**src/hdl/spedu_pkg.sv**
```systemverilog
`timescale 1ns / 1ps
// -----------------------------------------------------------------------------
// spedu_pkg
// Shared types and constants of the stereo panned echo delay unit.
// -----------------------------------------------------------------------------
package spedu_pkg;

   // configuration register file
   localparam int CSR_ADDR_BITS = 2;
   localparam int CSR_DATA_BITS = 16;
   localparam int DELAY_BITS    = 12;
   localparam int GAIN_BITS     = 16;
   localparam int PAN_BITS      = 16;
   localparam int WEIGHT_BITS   = PAN_BITS + 1;      // pan weight, 0 .. 65536
   localparam int GW_BITS       = 32;                // gain * weight, < 2^32

   localparam logic [CSR_ADDR_BITS-1:0] REG_ENABLE = 2'd0;
   localparam logic [CSR_ADDR_BITS-1:0] REG_DELAY  = 2'd1;
   localparam logic [CSR_ADDR_BITS-1:0] REG_GAIN   = 2'd2;
   localparam logic [CSR_ADDR_BITS-1:0] REG_PAN    = 2'd3;

   localparam logic [GAIN_BITS-1:0]   GAIN_RESET  = 16'd16384;   // unity, Q2.14
   localparam logic [WEIGHT_BITS-1:0] WEIGHT_HALF = 17'd32768;   // 0.5 in Q1.16

   // Rounding: add half of 2^30, then arithmetic shift by 30
   localparam int ROUND_SHIFT = 30;

   typedef enum logic [1:0] {
      ST_IDLE,
      ST_MUL,
      ST_SUM
   } state_type;

   typedef struct packed {
      logic capture;    // take input item, access history, form gain*weight
      logic multiply;   // delayed sample times gain*weight
      logic finish;     // round, add, saturate into output register
   } cmd_type;

endpackage

```
**src/hdl/spedu_ctrl.sv**
```systemverilog
`timescale 1ns / 1ps
// -----------------------------------------------------------------------------
// spedu_ctrl
// Sequencer: one item at a time through capture, multiply and finish, plus
// the valid flag of the output register.
// -----------------------------------------------------------------------------
module spedu_ctrl
   import spedu_pkg::*;
(
   input  logic    clock,
   input  logic    reset,
   input  logic    req_tvalid,
   output logic    req_tready,
   output logic    rsp_tvalid,
   input  logic    rsp_tready,
   output cmd_type cmd
);

   state_type state_ff, state_in;
   logic      out_valid_ff, out_valid_in;
   logic      slot_free;

   assign slot_free = !out_valid_ff || rsp_tready;

   always_comb begin
      state_in = state_ff;
      unique case (state_ff)
         ST_IDLE: begin
            if (req_tvalid) state_in = ST_MUL;
         end
         ST_MUL: begin
            state_in = ST_SUM;
         end
         ST_SUM: begin
            if (slot_free) state_in = ST_IDLE;
         end
         default: begin
            state_in = ST_IDLE;
         end
      endcase
   end

   always_comb begin
      req_tready   = 1'b0;
      cmd          = '0;
      unique case (state_ff)
         ST_IDLE: begin
            req_tready  = 1'b1;
            cmd.capture = req_tvalid;
         end
         ST_MUL: begin
            cmd.multiply = 1'b1;
         end
         ST_SUM: begin
            cmd.finish = slot_free;
         end
         default: begin
            cmd = '0;
         end
      endcase
   end

   always_comb begin
      out_valid_in = out_valid_ff;
      if (cmd.finish) begin
         out_valid_in = 1'b1;
      end else if (rsp_tready) begin
         out_valid_in = 1'b0;
      end
   end

   always_ff @(posedge clock) begin
      if (reset) begin
         state_ff     <= ST_IDLE;
         out_valid_ff <= 1'b0;
      end else begin
         state_ff     <= state_in;
         out_valid_ff <= out_valid_in;
      end
   end

   assign rsp_tvalid = out_valid_ff;

endmodule

```
**config.mk**
```make
export PLATFORM = sky130hd
export DESIGN_NAME = spedu_ctrl
export DESIGN_NICKNAME = d
export VERILOG_FILES = /design/src/hdl/spedu_pkg.sv /design/src/hdl/spedu_ctrl.sv
export SDC_FILE = /design/constraint.sdc
export NUM_CORES = 1
export LEC_CHECK = 0
export BUFFER_PORTS_ARGS = -buffer_cell sky130_fd_sc_hd__buf_2
export CAP_MARGIN = 20
export CORE_AREA = 10 10 47 49
export CTS_BUF_LIST = sky130_fd_sc_hd__clkbuf_4 sky130_fd_sc_hd__clkbuf_8
export DETAILED_ROUTE_END_ITERATION = 6
export DIE_AREA = 0 0 57 59
export HOLD_SLACK_MARGIN = 0.05
export SYNTH_ARGS = -nofsm -noshare
export SYNTH_HDL_FRONTEND = slang
export SYNTH_SLANG_ARGS = --single-unit
```
**constraint.sdc**
```tcl
create_clock -name clock -period 0.9 [get_ports clock]
set_input_delay 0.09 -clock clock [delete_from_list [all_inputs] [get_ports clock]]
set_output_delay 0.09 -clock clock [all_outputs]
set_load 0.02 [all_outputs]
```
==> reports/metrics.cfg, run 1 <==
[synthesis]
yosysTopAreaCellShare_pct = 41.03
synthCells = 14
yosysSeqAreaShare_pct = 41.03
synth_area_leaders = dfxtp_1 41%, and4bb_1 8.5%, nand2b_1 8.5%
syn_area_um2 = 146.4
ys.warnings.count = 0
syn-num-nets = 18
synth_top_cell_by_area = dfxtp_1
synth_seq_cells = 3
ys_types = 10
avgSynthCellArea_um2 = 10.46

[sta]
rsz0062_at_grt = true
slew_violations = 0
fin_crit_sh_pct = 117.9
fmax_mhz = 942.1
finalSetupViolCount = 4
relSlewSlack_pct = 88.89
setup_ws_ps = -161.5
fin_skew_ps = 0.3293
tightestPinTransition_ps = 166.5
hold_viol_final = 0
setup_tns_ps = -488.6
fin_crit_ps = 1061
worst_hold_slack_ps = 157.2

[power_and_ir_drop]
internal_power_mw = 0.3820
p_per_area_nw_per_um2 = 1802
p_sw_share_pct = 23.66
ir_worst_vdd_v = 0.0003291
comb_power_share_pct = 16.6
seqPwrFrac_pct = 29.4
power_mw = 0.5004
power.leakage_nw = 0.1287
switchingPower_mw = 0.1184
clock_power_share_pct = 54.0

[clock_tree]
cts.path.max_buffers = 2
cts_setup_buffers = 0
insertion_delay_ps = 230
cts_num_sinks = 3
cts_buffers = 3
cts-root-buf = clkbuf_4
clkTransAtPathRegs_ps = 40
cts_tree = done
h-tree-depth = 1

[drt]
antenna_left = 0
wire_per_inst_um = 10.50
num_vias = 137
via_per_inst = 3.262
drt-initial-drc-count = 3
drc = 0
wl_um = 441
first_pass_iters = 3

[worst_hold_path]
hold_class = input pin to flip-flop
min_path_cells = 3

[critical_path]
cp_data_arrival_time_ps = 970
worstPathRequired_ps = 810
cp_slowest_stage_delay_ps = 350
crit_chain = nand2b_4 -> nor2b_1 -> buf_4
criticalPathCategory = flip-flop to primary output
crit_slowest_cell = dfxtp_4
endpoint_kind = primary output
startpoint_type = flip-flop
crit_fanout = 5
reg2reg_depth = 2

[global_routing]
grt_antenna_before_repair = 0
first_global_vias = 174
grt_pass1_wl_um = 745
grt_usage_pct = 3.243
overflow = 0
grt_max_degree = 6

[floorplanning]
std_cell_rows = 14
die-height_um = 59
pin_count = 9
core-area_um2 = 1401
fp.dieW_um = 57
start_util_pct = 10.45
dieArea_um2 = 3363

[placed_design]
placement.io_buffers = 8
hpwlAfterDp_um = 333.4
gp_congestion = 0.6674
dp_slack_ps = -11.01

[cells_and_area]
n_fill_cell = 171
antenna_cells = 0
syn_to_final_growth_pct = 89.74
fin_nets = 31
layout_common_cells = 4 x clkbuf_4, 4 x buf_2
drive_gt1_share_pct = 65.38

[job]
drv_cap = 0

[status]
violations = negative setup slack
status = finished with violations

[synth_stat cells]
library cell	n
nand2b_1	2
dfxtp_1	3
buf_4	1
nor2_1	1
nor3b_2	1
and2b_4	1
nor2b_1	2
a21oi_1	1
o21ba_1	1
and4bb_1	1
[final cells by class]
type / instances / area, µm² / share of cell area [%]
multi-input combinational: 10 / 92.59 / 33.33
sequential: 3 / 67.56 / 24.32
timing repair buffer: 9 / 67.56 / 24.32
clock buffer: 4 / 30.03 / 10.81
tap: 16 / 20.02 / 7.207
[state kept, by name (all words and copies together) (netlist names)]
register / cells
rsp_tvalid: 1
state_ff: 2
[power groups by stage]
| stage | sequential (mW) | combinational (mW) | clock, mW |
|---|---|---|---|
| 6_report | 0.147 | 0.0831 | 0.270 |
| 5_1_grt | 0.148 | 0.0896 | 0.296 |
| 4_1_cts | 0.147 | 0.0852 | 0.287 |
| 3_5_place_dp | 0.150 | 0.0667 | 0 |
| 3_3_place_gp | 0.150 | 0.0662 | 0 |
| 2_1_floorplan | 0.151 | 0.0427 | 0 |
[routing by layer]
layer | GRT usage [%] | up-vias | wire, µm
met5 | 0 | - | 0
met4 | 5.034 | 0 | 16
met3 | 2.361 | 2 | 57
met2 | 4.651 | 7 | 230
met1 | 2.259 | 59 | 137
li1 | - | 69 | -
[final timing paths]
check         startpoint     endpoint  slack (ps)
max reg2reg  state_ff[1]  state_ff[1]          40
min reg2reg   rsp_tvalid   rsp_tvalid         500
min           rsp_tready   rsp_tvalid         160
max          state_ff[0]       cmd[0]        -160
[worst max-delay path, delay by kind of cell, from the launching register on]
family	cells	cell delay (ps)
and+or+nand+nor	2	240
DFF	1	350
buffers and inverters	1	150
[what timing repair did]
action                     4_1_cts  5_1_grt
setup endpoints to repair        5        4
hold buffers                     1        0
hold endpoints to repair         2        0
gates resized for setup         11        0
[cells by family (layout without fill, tap and decap cells)]
family / Yosys count / count (layout) / synth area share [%]
AO/OA/AOI/OAI: 2 / 2 / 10.25
AND/OR/NAND/NOR: 8 / 8 / 43.58
flip-flops: 3 / 3 / 41.03
buffers and inverters: 1 / 13 / 5.130
[metrics by stage]
stage / utilization [%] / instances / area, µm²
6_report: 19.82 / 42 / 277.8
5_1_grt: 19.82 / 42 / 277.8
3_5_place_dp: 14.64 / 37 / 205.2
3_3_place_gp: 14.64 / 37 / 205.2
2_1_floorplan: - / 14 / 152.6
4_1_cts: 19.82 / 42 / 277.8
Note: power is estimated with default switching activity, not from simulation.
==> run 2, diff against run 1 <==
Settings changed: REMOVE_ABC_BUFFERS from default to 1.
==> reports/metrics.cfg, run 2 (synthesis gave the netlist of run 1 again) <==
[clock_tree]
clkTransAtPathRegs_ps = 40
insertion_delay_ps = 230
cts-root-buf = clkbuf_4
h-tree-depth = 1
cts_buffers = 3
cts_tree = done
cts.path.max_buffers = 2
cts_num_sinks = 3

[power_and_ir_drop]
internal_power_mw = 0.3829
ir_worst_vdd_v = 0.0003379
p_sw_share_pct = 23.11
comb_power_share_pct = 16.5
seqPwrFrac_pct = 29.6
power.leakage_nw = 0.1325
clock_power_share_pct = 54.0
p_per_area_nw_per_um2 = 1801
switchingPower_mw = 0.1151

[critical_path]
cp_slowest_stage_delay_ps = 330
endpoint_kind = primary output
reg2reg_depth = 3
cpLargestDelayFamily = flip-flops
criticalPathCategory = flip-flop to primary output
startpoint = state_ff[0]
worstPathRequired_ps = 810
crit_buf_inv = 1
r2r_slack_ps = -30
r2r_start = state_ff[1]
startpoint_type = flip-flop
cp_data_arrival_time_ps = 960
crit_fanout = 5
crit_chain = nand2b_4 -> nor2b_1 -> buf_4
crit_slowest_cell = dfxtp_2
r2r-end = state_ff[1]

[floorplanning]
core-area_um2 = 1401
die-height_um = 59
fp.dieW_um = 57
std_cell_rows = 14
dieArea_um2 = 3363
start_util_pct = 10.45
pin_count = 9

[cells_and_area]
antenna_cells = 0
drive_gt1_share_pct = 66.67
largest_register_ffs = 2
largest-register = state_ff
fin_nets = 32
final_util_pct = 19.73
layout_common_cells = 4 x clkbuf_4, 4 x buf_2, 3 x buf_4
syn_to_final_growth_pct = 88.89

[global_routing]
overflow = 0
grt_max_degree = 6
first_global_vias = 156
grt_antenna_before_repair = 0
grt_usage_pct = 3.251
grt_pass1_wl_um = 683

[drt]
num_vias = 145
wire_per_inst_um = 9.628
wl_um = 414
antenna_left = 0
first_pass_iters = 2
drt-initial-drc-count = 3
via_per_inst = 3.372
drc = 0

[sta]
setup_ws_ps = -148.3
finalSetupViolCount = 5
fin_crit_ps = 1048
fmax_mhz = 953.9
tightestPinTransition_ps = 146.8
hold_viol_final = 0
fin_skew_ps = 3.676
relSlewSlack_pct = 90.17
rsz0062_at_grt = true
slew_violations = 0
fin_crit_sh_pct = 116.5
worst_hold_slack_ps = 140.0

[placed_design]
placement.io_buffers = 8
dp_slack_ps = 33.48
gp_congestion = 0.6662

[worst_hold_path]
min_path_cells = 3
hold_start = rsp_tready
hold_class = input pin to flip-flop
holdPathEnd = rsp_tvalid

[status]
status = finished with violations
violations = negative setup slack

[job]
drv_cap = 0

==> run 2: changes by cell type in the layout (fill, tap and decap cells not counted) <==
cell     change
nor3b_2      +1
buf_4        +1
dfxtp_2      +1
nor3b_4      -1
dfxtp_4      -1
==> run 2: worst min-delay path, cell delays in order <==
cell and delay, ps:
buf_2 80, nand2b_1 100, a21oi_1 60
==> run 2: layout make-up <==
class	count	area (µm²)
clock buffers	4	30.03
fillers	154	1125
multi-input cells	10	86.33
flip-flops and latches	3	65.06
well taps	16	20.02
repair buffers	10	75.07
==> run 2: worst max path at each step <==
stage	to	slack, ps	cells after the start
after global placement	state_ff[1]	30	2
final	cmd[0]	-150	3
after floorplan	state_ff[0]	-20	2
after CTS	cmd[0]	-160	3
after global routing	cmd[0]	-200	3
after detailed placement	state_ff[1]	30	2
==> run 2: metal layers <==
metal	GRT usage, %	wire length [µm]	up-vias
li1	-	-	71
met1	1.677	157	66
met2	4.186	177	8
met3	6.009	79	0
met4	2.013	0	0
met5	0	0	-
==> run 2: what timing repair did <==
item                                    CTS  global route
endpoints found under the setup margin    4             5
pin swaps                                 1             1
hold buffers                              1             0
setup buffers                             1             0
endpoints found under the hold margin     2             0
gates resized for setup                  10             0
==> run 2: per-stage QoR <==
step	instances	setup TNS [ps]	cell area [µm²]	total power [mW]
2_1_floorplan	13	-21.73	138.9	0.1865
3_3_place_gp	37	0	198.9	0.2096
3_5_place_dp	37	0	198.9	0.2099
4_1_cts	43	-542.3	276.5	0.5180
5_1_grt	43	-720.5	276.5	0.5411
6_report	43	-474.1	276.5	0.4980
==> run 2: power groups by stage <==
| stage | logic, mW | registers (mW) | clock network (mW) |
|---|---|---|---|
| floorplan | 0.0373 | 0.149 | 0 |
| global placement | 0.0608 | 0.149 | 0 |
| detailed placement | 0.0611 | 0.149 | 0 |
| CTS | 0.0826 | 0.147 | 0.288 |
| global route | 0.0884 | 0.149 | 0.304 |
| finish | 0.0820 | 0.147 | 0.269 |
